===== config.mk =====
export PLATFORM = sky130hd
export DESIGN_NAME = tilemap_run_length_encoder
export DESIGN_NICKNAME = d
export VERILOG_FILES = /design/src/rtl/tmrle_pkg.sv /design/src/rtl/tmrle_tracker.sv /design/src/rtl/tmrle_serializer.sv /design/src/rtl/tilemap_run_length_encoder.sv
export SDC_FILE = /design/constraint.sdc
export NUM_CORES = 1
export LEC_CHECK = 0
export BUFFER_PORTS_ARGS = -buffer_cell sky130_fd_sc_hd__buf_2
export CORE_UTILIZATION = 55
export CTS_CLUSTER_DIAMETER = 100
export DETAILED_ROUTE_END_ITERATION = 12
export PLACE_DENSITY = 0.73
export SLEW_MARGIN = 20
export SYNTH_ARGS = -nofsm -noshare
export SYNTH_HDL_FRONTEND = slang
export SYNTH_HIERARCHICAL = 1
export SYNTH_SLANG_ARGS = --single-unit

===== constraint.sdc =====
create_clock -name clk -period 9.8 [get_ports clk]
set_input_delay 0.98 -clock clk [delete_from_list [all_inputs] [get_ports clk]]
set_output_delay 0.98 -clock clk [all_outputs]
set_load 0.05 [all_outputs]

===== src/rtl/tmrle_pkg.sv =====
// Tilemap run-length encoder: shared types, constants and helpers.
// Used by every module of the encoder; depends on nothing else.
`timescale 1ns / 1ps

package tmrle_pkg;

  // Layer geometry
  localparam int TILEMAP_ENTRIES = 1024;
  localparam int WORD_W          = 16;
  localparam int START_W         = 12;
  localparam int LEN_W           = 13;
  localparam int IDX_W           = 14;   // start + length without overflow

  // Result bundle: two runs of three words each plus the terminator
  localparam int MAX_RESULTS = 7;
  localparam int CNT_W       = 3;
  localparam int POS_W       = 3;

  // Fixed words
  localparam logic [WORD_W-1:0] FIXSRC_FLAG = 16'h4000;
  localparam logic [WORD_W-1:0] TERM_BYTE   = 16'h0080;

  // Configuration register indexes
  localparam int CFG_IDX_W  = 1;
  localparam int CFG_DATA_W = 16;
  localparam logic [CFG_IDX_W-1:0] REG_DEST_BASE   = 1'd0;
  localparam logic [CFG_IDX_W-1:0] REG_APPEND_TERM = 1'd1;

  // Results caused by one request, handed from tracker to serializer
  typedef struct packed {
    logic                                valid;
    logic [CNT_W-1:0]                    cnt;
    logic                                term;
    logic [MAX_RESULTS-1:0][WORD_W-1:0]  words;
  } bundle_t;

  // Length word: (len-1)*2, bit 14 set when the run is longer than one
  function automatic logic [WORD_W-1:0] len_word(input logic [LEN_W-1:0] len);
    logic [WORD_W-1:0] m1;
    logic [WORD_W-1:0] w;
    m1 = {{(WORD_W-LEN_W){1'b0}}, len} - 16'd1;
    w  = {m1[WORD_W-2:0], 1'b0};
    if (len > 13'd1) begin
      w = w | FIXSRC_FLAG;
    end
    return w;
  endfunction

endpackage


===== src/rtl/tmrle_tracker.sv =====
// Run tracker: holds the open run and the configuration registers, and
// turns each accepted tile word into a bundle of result words.
// Depends on tmrle_pkg.
`timescale 1ns / 1ps

module tmrle_tracker import tmrle_pkg::*; (
  input  logic                  clk,
  input  logic                  rst,
  input  logic                  cfg_wr_en,
  input  logic [CFG_IDX_W-1:0]  cfg_index,
  input  logic [CFG_DATA_W-1:0] cfg_data,
  input  logic                  in_fire,
  input  logic [WORD_W-1:0]     in_word,
  input  logic                  layer_end,
  output bundle_t               bundle
);

  localparam logic [IDX_W-1:0] ENTRIES = IDX_W'(TILEMAP_ENTRIES);

  logic [WORD_W-1:0]  dest_base;
  logic               append_terminator;

  logic [WORD_W-1:0]  run_value, run_value_next;
  logic [START_W-1:0] run_start, run_start_next;
  logic [LEN_W-1:0]   run_len, run_len_next;
  logic               run_open, run_open_next;

  logic [IDX_W-1:0]   idx;
  logic [IDX_W-1:0]   idx_inc;
  logic               extend;
  logic               close_old;
  logic               close_layer;
  logic [WORD_W-1:0]  old_dest, old_len, new_dest, new_len;
  logic [WORD_W-1:0]  upd_value;
  logic [START_W-1:0] upd_start;
  logic [LEN_W-1:0]   upd_length;

  // Configuration writes
  always_ff @(posedge clk) begin
    if (rst) begin
      dest_base         <= '0;
      append_terminator <= 1'b0;
    end else if (cfg_wr_en) begin
      unique case (cfg_index)
        REG_DEST_BASE:   dest_base         <= cfg_data;
        REG_APPEND_TERM: append_terminator <= cfg_data[0];
        default: ;
      endcase
    end
  end

  // Run bookkeeping for the arriving word
  always_comb begin
    idx         = run_open ? (IDX_W'(run_start) + IDX_W'(run_len)) : '0;
    idx_inc     = idx + 14'd1;
    extend      = run_open && (in_word == run_value);
    close_old   = run_open && !extend;
    close_layer = layer_end || (idx_inc >= ENTRIES);

    if (extend) begin
      upd_value  = run_value;
      upd_start  = run_start;
      upd_length = run_len + 13'd1;
    end else begin
      upd_value  = in_word;
      upd_start  = idx[START_W-1:0];
      upd_length = 13'd1;
    end

    old_dest = dest_base + WORD_W'(run_start);
    old_len  = len_word(run_len);
    new_dest = dest_base + WORD_W'(upd_start);
    new_len  = len_word(upd_length);

    if (close_layer) begin
      run_value_next = '0;
      run_start_next = '0;
      run_len_next   = '0;
      run_open_next  = 1'b0;
    end else begin
      run_value_next = upd_value;
      run_start_next = upd_start;
      run_len_next   = upd_length;
      run_open_next  = 1'b1;
    end
  end

  // Bundle of results: closed run first, then the layer's last run and terminator
  always_comb begin
    bundle       = '0;
    bundle.term  = close_layer && append_terminator;
    if (close_old) begin
      bundle.words[0] = old_dest;
      bundle.words[1] = old_len;
      bundle.words[2] = run_value;
      bundle.words[3] = new_dest;
      bundle.words[4] = new_len;
      bundle.words[5] = upd_value;
      bundle.words[6] = TERM_BYTE;
      if (close_layer) begin
        bundle.cnt = append_terminator ? 3'd7 : 3'd6;
      end else begin
        bundle.cnt = 3'd3;
      end
    end else begin
      bundle.words[0] = new_dest;
      bundle.words[1] = new_len;
      bundle.words[2] = upd_value;
      bundle.words[3] = TERM_BYTE;
      if (close_layer) begin
        bundle.cnt = append_terminator ? 3'd4 : 3'd3;
      end else begin
        bundle.cnt = 3'd0;
      end
    end
    bundle.valid = in_fire && (bundle.cnt != '0);
  end

  // Run state
  always_ff @(posedge clk) begin
    if (rst) begin
      run_open  <= 1'b0;
      run_value <= '0;
      run_start <= '0;
      run_len   <= '0;
    end else if (in_fire) begin
      run_open  <= run_open_next;
      run_value <= run_value_next;
      run_start <= run_start_next;
      run_len   <= run_len_next;
    end
  end

endmodule


===== src/rtl/tmrle_serializer.sv =====
// Result register and serializer: holds one bundle and sends its words
// one per cycle on the output stream while m_tready is high. Depends on tmrle_pkg.
`timescale 1ns / 1ps

module tmrle_serializer import tmrle_pkg::*; (
  input  logic              clk,
  input  logic              rst,
  input  bundle_t           bundle_in,
  output logic              free,          // a new bundle may load this cycle
  output logic              m_tvalid,
  input  logic              m_tready,
  output logic [WORD_W-1:0] m_tdata,       // [15:0] out_word
  output logic              m_tuser,       // [0] terminator_byte
  output logic              m_tlast        // final_item
);

  bundle_t          held;
  logic             held_valid;
  logic [POS_W-1:0] pos;
  logic             take;
  logic             at_last;

  assign at_last  = (pos == (held.cnt - 3'd1));
  assign take     = held_valid && m_tready;
  assign free     = !held_valid || (take && at_last);

  // Output word selection
  assign m_tvalid = held_valid;
  assign m_tdata  = held.words[pos];
  assign m_tlast  = at_last;
  assign m_tuser  = at_last && held.term;

  // Control: bundle occupancy and word position
  always_ff @(posedge clk) begin
    if (rst) begin
      held_valid <= 1'b0;
      pos        <= '0;
    end else if (free && bundle_in.valid) begin
      held_valid <= 1'b1;
      pos        <= '0;
    end else if (take) begin
      if (at_last) begin
        held_valid <= 1'b0;
      end else begin
        pos <= pos + 3'd1;
      end
    end
  end

  // Payload
  always_ff @(posedge clk) begin
    if (rst) begin
      held <= '0;
    end else if (free && bundle_in.valid) begin
      held <= bundle_in;
    end
  end

  // A held bundle is always one of the legal result counts
  a_cnt_legal: assert property (@(posedge clk) disable iff (rst)
    held_valid |-> (held.cnt == 3'd3 || held.cnt == 3'd4 ||
                    held.cnt == 3'd6 || held.cnt == 3'd7))
    else $error("illegal bundle count");

  // Terminator is only the final word and carries the terminator byte
  a_term_word: assert property (@(posedge clk) disable iff (rst)
    (m_tvalid && m_tuser) |-> (m_tlast && m_tdata == TERM_BYTE))
    else $error("terminator misplaced");

  // Position never runs past the bundle
  a_pos_range: assert property (@(posedge clk) disable iff (rst)
    held_valid |-> (pos < held.cnt))
    else $error("position past bundle");

  // Taking a non-final word keeps the bundle and advances one place
  a_advance: assert property (@(posedge clk) disable iff (rst)
    (take && !at_last) |=> (held_valid && pos == $past(pos) + 3'd1))
    else $error("serializer failed to advance");

endmodule


===== src/rtl/tilemap_run_length_encoder.sv =====
// Top level of the tilemap run-length encoder: input stream, tracker,
// serializer and output stream. Depends on tmrle_pkg and both submodules.
// The first result word appears in the cycle after the word that closes a run.
// Throughput: a word is accepted every cycle while no result is pending; a
// word that closes runs holds input for its 3 to 7 words, one per ready cycle.
// Reset (rst, synchronous) clears the open run, the registers and the outputs.
`timescale 1ns / 1ps

module tilemap_run_length_encoder import tmrle_pkg::*; (
  input  logic                  clk,
  input  logic                  rst,
  // Configuration write port
  input  logic                  cfg_wr_en,
  input  logic [CFG_IDX_W-1:0]  cfg_index,
  input  logic [CFG_DATA_W-1:0] cfg_data,
  // Input stream
  input  logic                  s_tvalid,
  output logic                  s_tready,
  input  logic [WORD_W-1:0]     s_tdata,   // [15:0] tile entry
  input  logic                  s_tlast,   // layer_end
  // Output stream
  output logic                  m_tvalid,
  input  logic                  m_tready,
  output logic [WORD_W-1:0]     m_tdata,   // [15:0] out_word
  output logic                  m_tuser,   // [0] terminator_byte
  output logic                  m_tlast    // final_item
);

  bundle_t bundle;
  logic    free;
  logic    in_fire;

  // A request is taken whenever the result register can load
  assign s_tready = free;
  assign in_fire  = s_tvalid && s_tready;

  tmrle_tracker u_tracker (
    .clk       (clk),
    .rst       (rst),
    .cfg_wr_en (cfg_wr_en),
    .cfg_index (cfg_index),
    .cfg_data  (cfg_data),
    .in_fire   (in_fire),
    .in_word   (s_tdata),
    .layer_end (s_tlast),
    .bundle    (bundle)
  );

  tmrle_serializer u_serializer (
    .clk       (clk),
    .rst       (rst),
    .bundle_in (bundle),
    .free      (free),
    .m_tvalid  (m_tvalid),
    .m_tready  (m_tready),
    .m_tdata   (m_tdata),
    .m_tuser   (m_tuser),
    .m_tlast   (m_tlast)
  );

endmodule

==> flow_metrics.tcl, run 1 <==
set metrics [dict create \
    status "completed" \
    yosysSeqAreaShare 0.316 \
    rows 52 \
    crit_family "compound AO/OA/AOI/OAI gates" \
    p_sw_frac 0.291 \
    yosys_warnings 6 \
    final_area_sq_um 12100 \
    final_cell_mix "341 x nand2_1, 204 x a21oi_1, 178 x dfxtp_1, 107 x nor2_1, 57 x buf_2" \
    synthArstFlopShare 0 \
    r2r_start "u_tracker/run_len[0]" \
    p_leak_uw 0.00470 \
    syn_avg_cell_area_sq_um 7.69 \
    synth.top_cell.area_share 0.316 \
    grt_pass1_wl_microns 49500 \
    crit_type "flop to flop" \
    wire_per_inst_microns 17.5 \
    gp_congestion 0.967 \
    pwr-share-clk 0.417 \
    drive_gt1_frac 0.111 \
    synth-seq-cells 179 \
    wl_microns 30400 \
    synth_edf_count 0 \
    grtUsageTotal 0.292 \
    hold_buffers 0 \
    die_x_microns 146 \
    maxSlewHeadroom 0.219 \
    drtIter0Drc 842 \
    yosysTopAreaCell "dfxtp_1" \
    cts_resized 0 \
    grt_pass1_vias 9409 \
    antenna_found_initial 0 \
    synth_area_leaders "dfxtp_1 32%, nand2_1 11%, a21oi_1 9.0%" \
    place_area_sq_um 11500 \
    finalCoreUtilization 0.598 \
    fin_crit_sh 0.546 \
    setup-tns-final_ps 0 \
    drv_cap 0 \
    hold_ws_ps 452 \
    ir_drop_v 0.000105 \
    synthDistinctLibCells 82 \
    critPathLaunchType "flop" \
    critPathLaunch "u_tracker/run_len[0]" \
    end_kind "flop" \
    h-tree-depth 4 \
    route.antenna.remaining_nets 0 \
    vias 10259 \
    drv_slew 0 \
    setup_viol 0 \
    die_h_microns 146 \
    die_area_sq_um 21200 \
    fillers 1856 \
    p_switching_uw 479 \
    holdCritStartpoint "u_serializer/held[112]" \
    grt_max_degree 111 \
    grt_overflow 0 \
    drt-pass1-iter-count 5 \
    p_seq_frac 0.466 \
    intPower_uw 1170 \
    required_ps 10150 \
    dpl.hpwl_microns 21300 \
    timing.critical_path.buf_inv 2 \
    core_area_sq_um 20200 \
    rsz0062_at_grt "no" \
    synth_area_sq_um 11300 \
    numCtsBuffers 17 \
    clock_latency_ps 440 \
    ios 59 \
    finalPower_uw 1640 \
    io_buffers 58 \
    finalCriticalPeriod_ps 5350 \
    syn_inst 1476 \
    drc 0 \
    cts.sinks 179 \
    clock.fmax_mhz 187 \
    ctsRootBufferMaster "clkbuf_16" \
    arrival_ps 5700 \
    hold_path_class "flop to flop" \
    combPwrFrac 0.117 \
    area_delta_synth_final_pct 6.69 \
    final_nets 1544 \
    synthFlopType "dfxtp_1" \
    layout_commonest_cell "nand2_1" \
    clockBufferDepth 2 \
    cp_slowest_cell "buf_4" \
    cp_slowest_stage_delay_ps 850 \
    hold_viol_final 0 \
    n_antenna_cell 0 \
    crit_fanout 92 \
    pwr_density_cell_nw_per_um2 136 \
    routed_via_density 5.89 \
    tightest_slew_ps 1160 \
    start_util 0.561 \
    path_clk_slew_ps 70 \
    cts_tree "done" \
    cts_setup_buffers 0 \
    fin_worst_skew_ps 15.4 \
    cp_cell_sequence "ha_1 -> inv_1 -> fa_1 -> nand2b_1 -> a21o_1 -> and4_1 -> o31ai_2 -> o41ai_4 -> a21oi_2 -> a21boi_0 -> and2_1 -> a41oi_4 -> buf_4 -> nand2_1 -> a21oi_1" \
]
## flip-flops by register name, indices dropped and copies added, names as in the netlist
signal	cells
u_serializer/held	116
u_serializer/m_tvalid	1
u_serializer/pos	3
u_tracker/append_terminator	1
u_tracker/dest_base	16
u_tracker/run_len	13
u_tracker/run_open	1
u_tracker/run_start	12
u_tracker/run_value	16
## worst paths after layout
path | end | slack (ps) | cells after the start
min | u_serializer/held[112] | 450 | 2
max reg2reg | u_serializer/held[5] | 4450 | 15
min reg2reg | u_serializer/held[112] | 450 | 2
max | u_serializer/held[5] | 4450 | 15
## worst min-delay path, cell delays in order (launching register included)
cell and delay (ps):
dfxtp_1 310, nand2_1 50, a21oi_1 50
## metal layers
metal,vias to the layer above,share of wire,global-route usage
met2,369,0.46,0.459
li1,5032,-,-
met3,50,0.062,0.0445
met1,4808,0.45,0.406
met5,-,0,0
met4,0,0.028,0.108
## final cells by class
cell class / instances / area (sq um) / share of cell area
Timing Repair Buffer: 69 / 399 / 0.0330
Inverter: 29 / 109 / 0.00899
Multi-Input combinational cell: 1163 / 7080 / 0.585
Sequential cell: 179 / 3580 / 0.296
Tap cell: 270 / 338 / 0.0279
Clock inverter: 13 / 145 / 0.0120
Clock buffer: 19 / 453 / 0.0374
## power groups by stage
stage / combinational [uW] / clock (uW) / sequential (uW)
final: 192 / 686 / 767
after global routing: 210 / 723 / 769
after CTS: 190 / 692 / 767
after detailed placement: 189 / 0 / 783
after global placement: 185 / 0 / 782
after floorplan: 151 / 0 / 777
## logic make-up (layout without fill, tap and decap cells)
group,count (synthesis),after routing,share of synthesized area
AOI/OAI and AO/OA,363,363,0.199
xor gates and xnor gates,75,75,0.0591
adders and majority gates,46,46,0.0527
buffers and inverters,157,130,0.0702
DFF,179,179,0.316
muxes,62,62,0.0742
other,1,24,0.000331
and+or+nand+nor,593,593,0.228
## metrics by stage
stage / instances / worst slack (ps)
after floorplan: 1499 / 5560
after global placement: 1709 / 4470
after detailed placement: 1710 / 4370
after CTS: 1742 / 4510
after global routing: 1742 / 4140
final: 1742 / 4450
## synthesized netlist by cell type, types with 4 or more instances
| master | number |
|---|---|
| nand2_1 | 341 |
| a21oi_1 | 204 |
| dfxtp_1 | 179 |
| nor2_1 | 108 |
| clkbuf_1 | 52 |
| xnor2_1 | 49 |
| ha_1 | 43 |
| o21ai_0 | 37 |
| a22o_1 | 32 |
| buf_2 | 31 |
| nand3_1 | 30 |
| buf_4 | 29 |
| mux2i_1 | 29 |
| inv_1 | 28 |
| xor2_1 | 25 |
| and3_1 | 22 |
| nor3_1 | 18 |
| mux2_2 | 17 |
| mux4_2 | 16 |
| nand2b_1 | 15 |
| a21o_1 | 10 |
| buf_1 | 8 |
| buf_6 | 8 |
| o211ai_1 | 8 |
| o22ai_1 | 8 |
| nor2b_1 | 7 |
| or3_1 | 7 |
| a21boi_0 | 6 |
| a31oi_1 | 6 |
| and2_1 | 6 |
| nand4_1 | 6 |
| nor4_1 | 6 |
| a211oi_1 | 4 |
| nor3b_1 | 4 |
| o211a_1 | 4 |
No activity file was read; power rests on OpenSTA's default activity.
==> inputs of run 2 (changes only) <==
==> constraint.sdc (replaced) <==
create_clock -name clk -period 5.6 [get_ports clk]
set_input_delay 0.56 -clock clk [delete_from_list [all_inputs] [get_ports clk]]
set_output_delay 0.56 -clock clk [all_outputs]
set_load 0.05 [all_outputs]
==> run 2 against run 1 <==
Die area is the same; worst hold slack lost 100 ps; power up 77%; flip-flop and latch count stayed put; sequential power increased by 75%; via count decreased by 0.82%; worst setup slack worse by 3400 ps; maximum frequency rose by 18%; global-route usage fell by 0.62 points; clock-buffer cell count decreased by 1; clock skew shrank 5.3 ps; core utilization increased by 0.26 points; critical path type unchanged.
==> flow_metrics.tcl, run 2 (same netlist as run 1, synthesis figures left out) <==
set metrics [dict create \
    dpl.hpwl_microns 21200 \
    die_h_microns 146 \
    rows 52 \
    fin_worst_skew_ps 10.0 \
    h-tree-depth 4 \
    drc 0 \
    cp_slowest_cell "dfxtp_1" \
    gp_congestion 0.922 \
    maxSlewHeadroom 0.250 \
    ios 59 \
    p_switching_uw 844 \
    vias 10175 \
    path_clk_slew_ps 80 \
    pwr-share-clk 0.425 \
    crit_fanout 47 \
    status "completed" \
    arrival_ps 4910 \
    routed_via_density 5.82 \
    largest_register_ffs 116 \
    end_kind "flop" \
    dp.cells 1715 \
    core_area_sq_um 20200 \
    drive_gt1_frac 0.114 \
    grtUsageTotal 0.286 \
    ctsRootBufferMaster "clkbuf_16" \
    setup_viol 0 \
    start_util 0.561 \
    cp_slowest_stage_delay_ps 740 \
    wl_microns 30000 \
    hold_viol_final 0 \
    finalCriticalPeriod_ps 4540 \
    grt_max_degree 117 \
    fin_cells 1747 \
    wire_per_inst_microns 17.2 \
    place_ws_ps 1050 \
    ir_drop_v 0.000186 \
    io_buffers 58 \
    cts_resized 0 \
    drv_slew 0 \
    cts_tree "done" \
    fin_crit_sh 0.812 \
    drtIter0Drc 884 \
    intPower_uw 2070 \
    p_seq_frac 0.459 \
    p_sw_frac 0.289 \
    drv_cap 0 \
    hold_ws_ps 349 \
    final_nets 1549 \
    drt-pass1-iter-count 6 \
    clockBufferDepth 2 \
    largest-register "u_serializer/held" \
    biggestRegsByFlops "u_serializer/held: 116 flops, u_tracker/dest_base: 16 flops, u_tracker/run_value: 16 flops" \
    finalPower_uw 2920 \
    pwr_density_cell_nw_per_um2 240 \
    final_cell_mix "341 x nand2_1, 204 x a21oi_1, 178 x dfxtp_1, 107 x nor2_1, 57 x buf_2" \
    cts_setup_buffers 0 \
    area_delta_synth_final_pct 7.16 \
    grt_pass1_vias 9220 \
    crit_type "flop to flop" \
    critPathLaunchType "flop" \
    post-route-worst-setup-slack_ps 1060 \
    clock.fmax_mhz 220 \
    cp_cell_sequence "ha_1 -> o211ai_1 -> a21boi_0 -> a211oi_2 -> o31ai_2 -> o41ai_4 -> a21oi_2 -> a21boi_0 -> and2_1 -> a41o_4 -> buf_4 -> nand2_1 -> a21oi_1" \
    cts.sinks 179 \
    rsz0062_at_grt "no" \
    hold_path_class "input pin to flop" \
    cpMostUsedCell "a21boi_0" \
    tightest_slew_ps 1120 \
    layout_commonest_cell "nand2_1" \
    required_ps 5970 \
    grt_overflow 0 \
    n_antenna_cell 0 \
    numCtsBuffers 17 \
    clock_latency_ps 440 \
    antenna_found_initial 0 \
    die_area_sq_um 21200 \
    p_leak_uw 0.00473 \
    combPwrFrac 0.116 \
    setup-tns-final_ps 0 \
    die_x_microns 146 \
    hold_buffers 0 \
    grt_pass1_wl_microns 48500 \
    route.antenna.remaining_nets 0 \
]
-- run 2: layer usage --
metal  part of all wire  up-vias  GRT usage
li1                   -     5016          -
met1               0.45     4735      0.391
met2               0.45      360      0.449
met3              0.063       64     0.0480
met4              0.033        0      0.116
met5                  0        -          0
-- run 2: worst paths after layout --
kind | startpoint | end | slack [ps] | cells past startpoint
worst max-delay path | u_tracker/run_len[4] | u_serializer/held[23] | 1060 | 13
worst min-delay path | cfg_data[8] | u_tracker/dest_base[8] | 350 | 3
worst max register to register | u_tracker/run_len[4] | u_serializer/held[23] | 1060 | 13
worst min register to register | u_serializer/held[62] | u_serializer/held[62] | 450 | 2
-- run 2: worst max-delay path, delay by kind of cell, from the launching register on --
family,cells,cell delay [ps]
compound gates,9,2590
fa+ha+maj,1,420
simple gates,2,380
flops,1,740
buf+inv,1,310
-- run 2: power groups by stage --
stage / Sequential [uW] / Combinational (uW) / Clock [uW]
after global routing: 1340 / 370 / 1310
after detailed placement: 1370 / 333 / 0
final: 1340 / 339 / 1240
after floorplan: 1360 / 263 / 0
after global placement: 1370 / 331 / 0
after CTS: 1340 / 335 / 1260
-- run 2: stage by stage --
step           instance area, sq um  utilization
2_1_floorplan                 11400            -
3_3_place_gp                  11500        0.571
3_5_place_dp                  11500        0.571
4_1_cts                       12200        0.601
5_1_grt                       12200        0.601
6_report                      12200        0.601
-- run 2: area by class of cell --
cell class / instances / area (sq um)
Clock inverter: 14 / 170
Fill cell: 1861 / 8080
Sequential cell: 179 / 3580
Inverter: 29 / 109
Multi-Input combinational cell: 1163 / 7080
Tap cell: 270 / 338
Clock buffer: 18 / 439
Timing Repair Buffer: 74 / 438
==> inputs of run 3 (changes only) <==
--- a/config.mk
+++ b/config.mk
@@ -9,7 +9,7 @@
 export CORE_UTILIZATION = 55
 export CTS_CLUSTER_DIAMETER = 100
 export DETAILED_ROUTE_END_ITERATION = 12
-export PLACE_DENSITY = 0.73
+export PLACE_DENSITY = 0.76
 export SLEW_MARGIN = 20
 export SYNTH_ARGS = -nofsm -noshare
 export SYNTH_HDL_FRONTEND = slang
==> constraint.sdc (replaced) <==
create_clock -name clk -period 4.1 [get_ports clk]
set_input_delay 0.41 -clock clk [delete_from_list [all_inputs] [get_ports clk]]
set_output_delay 0.41 -clock clk [all_outputs]
set_load 0.05 [all_outputs]
==> run 3 against run 2 <==
Critical path depth increased by 6; worst setup slack got worse by 880 ps; die area unchanged; wire length increased by 3.3%; largest cell class unchanged.
==> flow_metrics.tcl, run 3 (same netlist as run 1, synthesis figures left out) <==
set metrics [dict create \
    maxSlewHeadroom 0.351 \
    critPathLaunchType "flop" \
    p_leak_uw 0.00498 \
    route.antenna.remaining_nets 0 \
    grt_pass1_wl_microns 50100 \
    grtUsageTotal 0.293 \
    drive_gt1_frac 0.147 \
    clock.fmax_mhz 255 \
    ios 59 \
    reg2reg_to "u_serializer/held[60]" \
    grt_max_degree 74 \
    drt-pass1-iter-count 5 \
    pwr_density_cell_nw_per_um2 316 \
    hold_path_class "input pin to flop" \
    die_h_microns 146 \
    layout_commonest_cell "nand2_1" \
    hold_buffers 0 \
    rr_worst_depth 19 \
    final_area_sq_um 12600 \
    r2r_start "u_tracker/run_len[0]" \
    cp_slowest_stage_delay_ps 390 \
    worstHoldPathCells 3 \
    drc 0 \
    crit_fanout 4 \
    vias 10543 \
    cts.sinks 179 \
    path_clk_slew_ps 80 \
    rows 52 \
    hold_ws_ps 202 \
    arrival_ps 4290 \
    cts_tree "done" \
    start_util 0.561 \
    n_antenna_cell 0 \
    tightest_slew_ps 971 \
    cp_slowest_cell "fa_1" \
    clock_latency_ps 440 \
    gp_congestion 0.930 \
    ctsRootBufferMaster "clkbuf_16" \
    drv_slew 0 \
    finalCriticalPeriod_ps 3930 \
    status "completed" \
    wl_microns 31000 \
    cp_cell_sequence "ha_1 -> inv_1 -> fa_1 -> nand2b_1 -> a21o_1 -> and4_1 -> o41ai_2 -> nor2_2 -> ha_1 -> a21o_1 -> a21oi_2 -> nand2_1 -> a311oi_4 -> o31ai_4 -> buf_4 -> xnor2_1 -> nor2_1 -> nand2_1 -> a21oi_1" \
    fin_worst_skew_ps 10.5 \
    hold_viol_final 0 \
    grt_overflow 0 \
    drtIter0Drc 819 \
    wire_per_inst_microns 17.3 \
    antenna_found_initial 0 \
    r2r_slack_ps 170 \
    final_cell_mix "341 x nand2_1, 203 x a21oi_1, 177 x dfxtp_1, 105 x nor2_1, 57 x buf_2" \
    numCtsBuffers 17 \
    routed_via_density 5.89 \
    clockBufferDepth 2 \
    biggestRegsByFlops "u_serializer/held: 116 flops, u_tracker/dest_base: 16 flops, u_tracker/run_value: 16 flops" \
    end_kind "flop" \
    fin_crit_sh 0.957 \
    core_area_sq_um 20200 \
    final_nets 1593 \
    io_buffers 58 \
    die_area_sq_um 21200 \
    h-tree-depth 4 \
    largest-register "u_serializer/held" \
    finalCoreUtilization 0.622 \
    ir_drop_v 0.000213 \
    holdCritStartpoint "cfg_data[8]" \
    area_delta_synth_final_pct 11.0 \
    dpl.hpwl_microns 22000 \
    worstHoldEndpoint "u_tracker/dest_base[8]" \
    setup_viol 0 \
    finalPower_uw 3970 \
    required_ps 4460 \
    crit_type "flop to flop" \
    dp.cells 1758 \
    die_x_microns 146 \
    drv_cap 0 \
    fin_cells 1791 \
    grt_pass1_vias 9750 \
    largest_register_ffs 116 \
    place_area_sq_um 11900 \
]
-- run 3: repair_timing --
item	CTS	global route
resized for setup	0	16
endpoints found under the setup margin	0	115
endpoints found under the hold margin	0	0
setup buffers	0	1
-- run 3: report_power, final --
| part | switching, uW | internal, uW |
|---|---|---|
| sequential | 41.6 | 1790 |
| clock | 821 | 826 |
| combinational | 318 | 178 |
-- run 3: per-stage QoR --
step / TNS (ps) / setup slack (ps)
final: 0 / 175
after detailed placement: -29.7 / -15.3
after global routing: -63.6 / -42.6
after floorplan: 0 / 361
after global placement: 0 / 78.8
after CTS: 0 / 21.6
-- run 3: final cells by class --
type | count | area, sq um
well taps | 270 | 338
flip-flops and latches | 179 | 3590
repair buffers | 118 | 818
clock buffers | 18 | 429
clock inverters | 14 | 158
multi-input cells | 1163 | 7160
fillers | 1773 | 7640
inverters | 29 | 109
-- run 3: metal layers --
metal	GRT usage	routed length, microns	up-vias
met3	0.0373	1750	75
met5	0	0	-
li1	-	-	5121
met1	0.386	13700	4984
met4	0.122	1010	0
met2	0.486	14500	363
-- run 3: worst max path at each step --
stage | from | end | slack (ps)
after detailed placement | s_tdata[15] | u_serializer/held[62] | -20
after CTS | u_tracker/run_len[0] | u_serializer/held[14] | 20
final | u_tracker/run_len[0] | u_serializer/held[60] | 170
after floorplan | u_tracker/run_len[0] | u_serializer/held[14] | 360
after global routing | u_tracker/run_len[0] | u_serializer/held[60] | -40
after global placement | s_tdata[15] | u_serializer/held[8] | 80
-- run 3: critical path: cells and delay by family (launching register included) --
kind / cells / cell delay [ps]
buffers and inverters: 2 / 220
adders and majority gates: 3 / 910
DFF: 1 / 370
AOI/OAI and AO/OA: 7 / 1440
xor gates and xnor gates: 1 / 110
and+or+nand+nor: 6 / 810
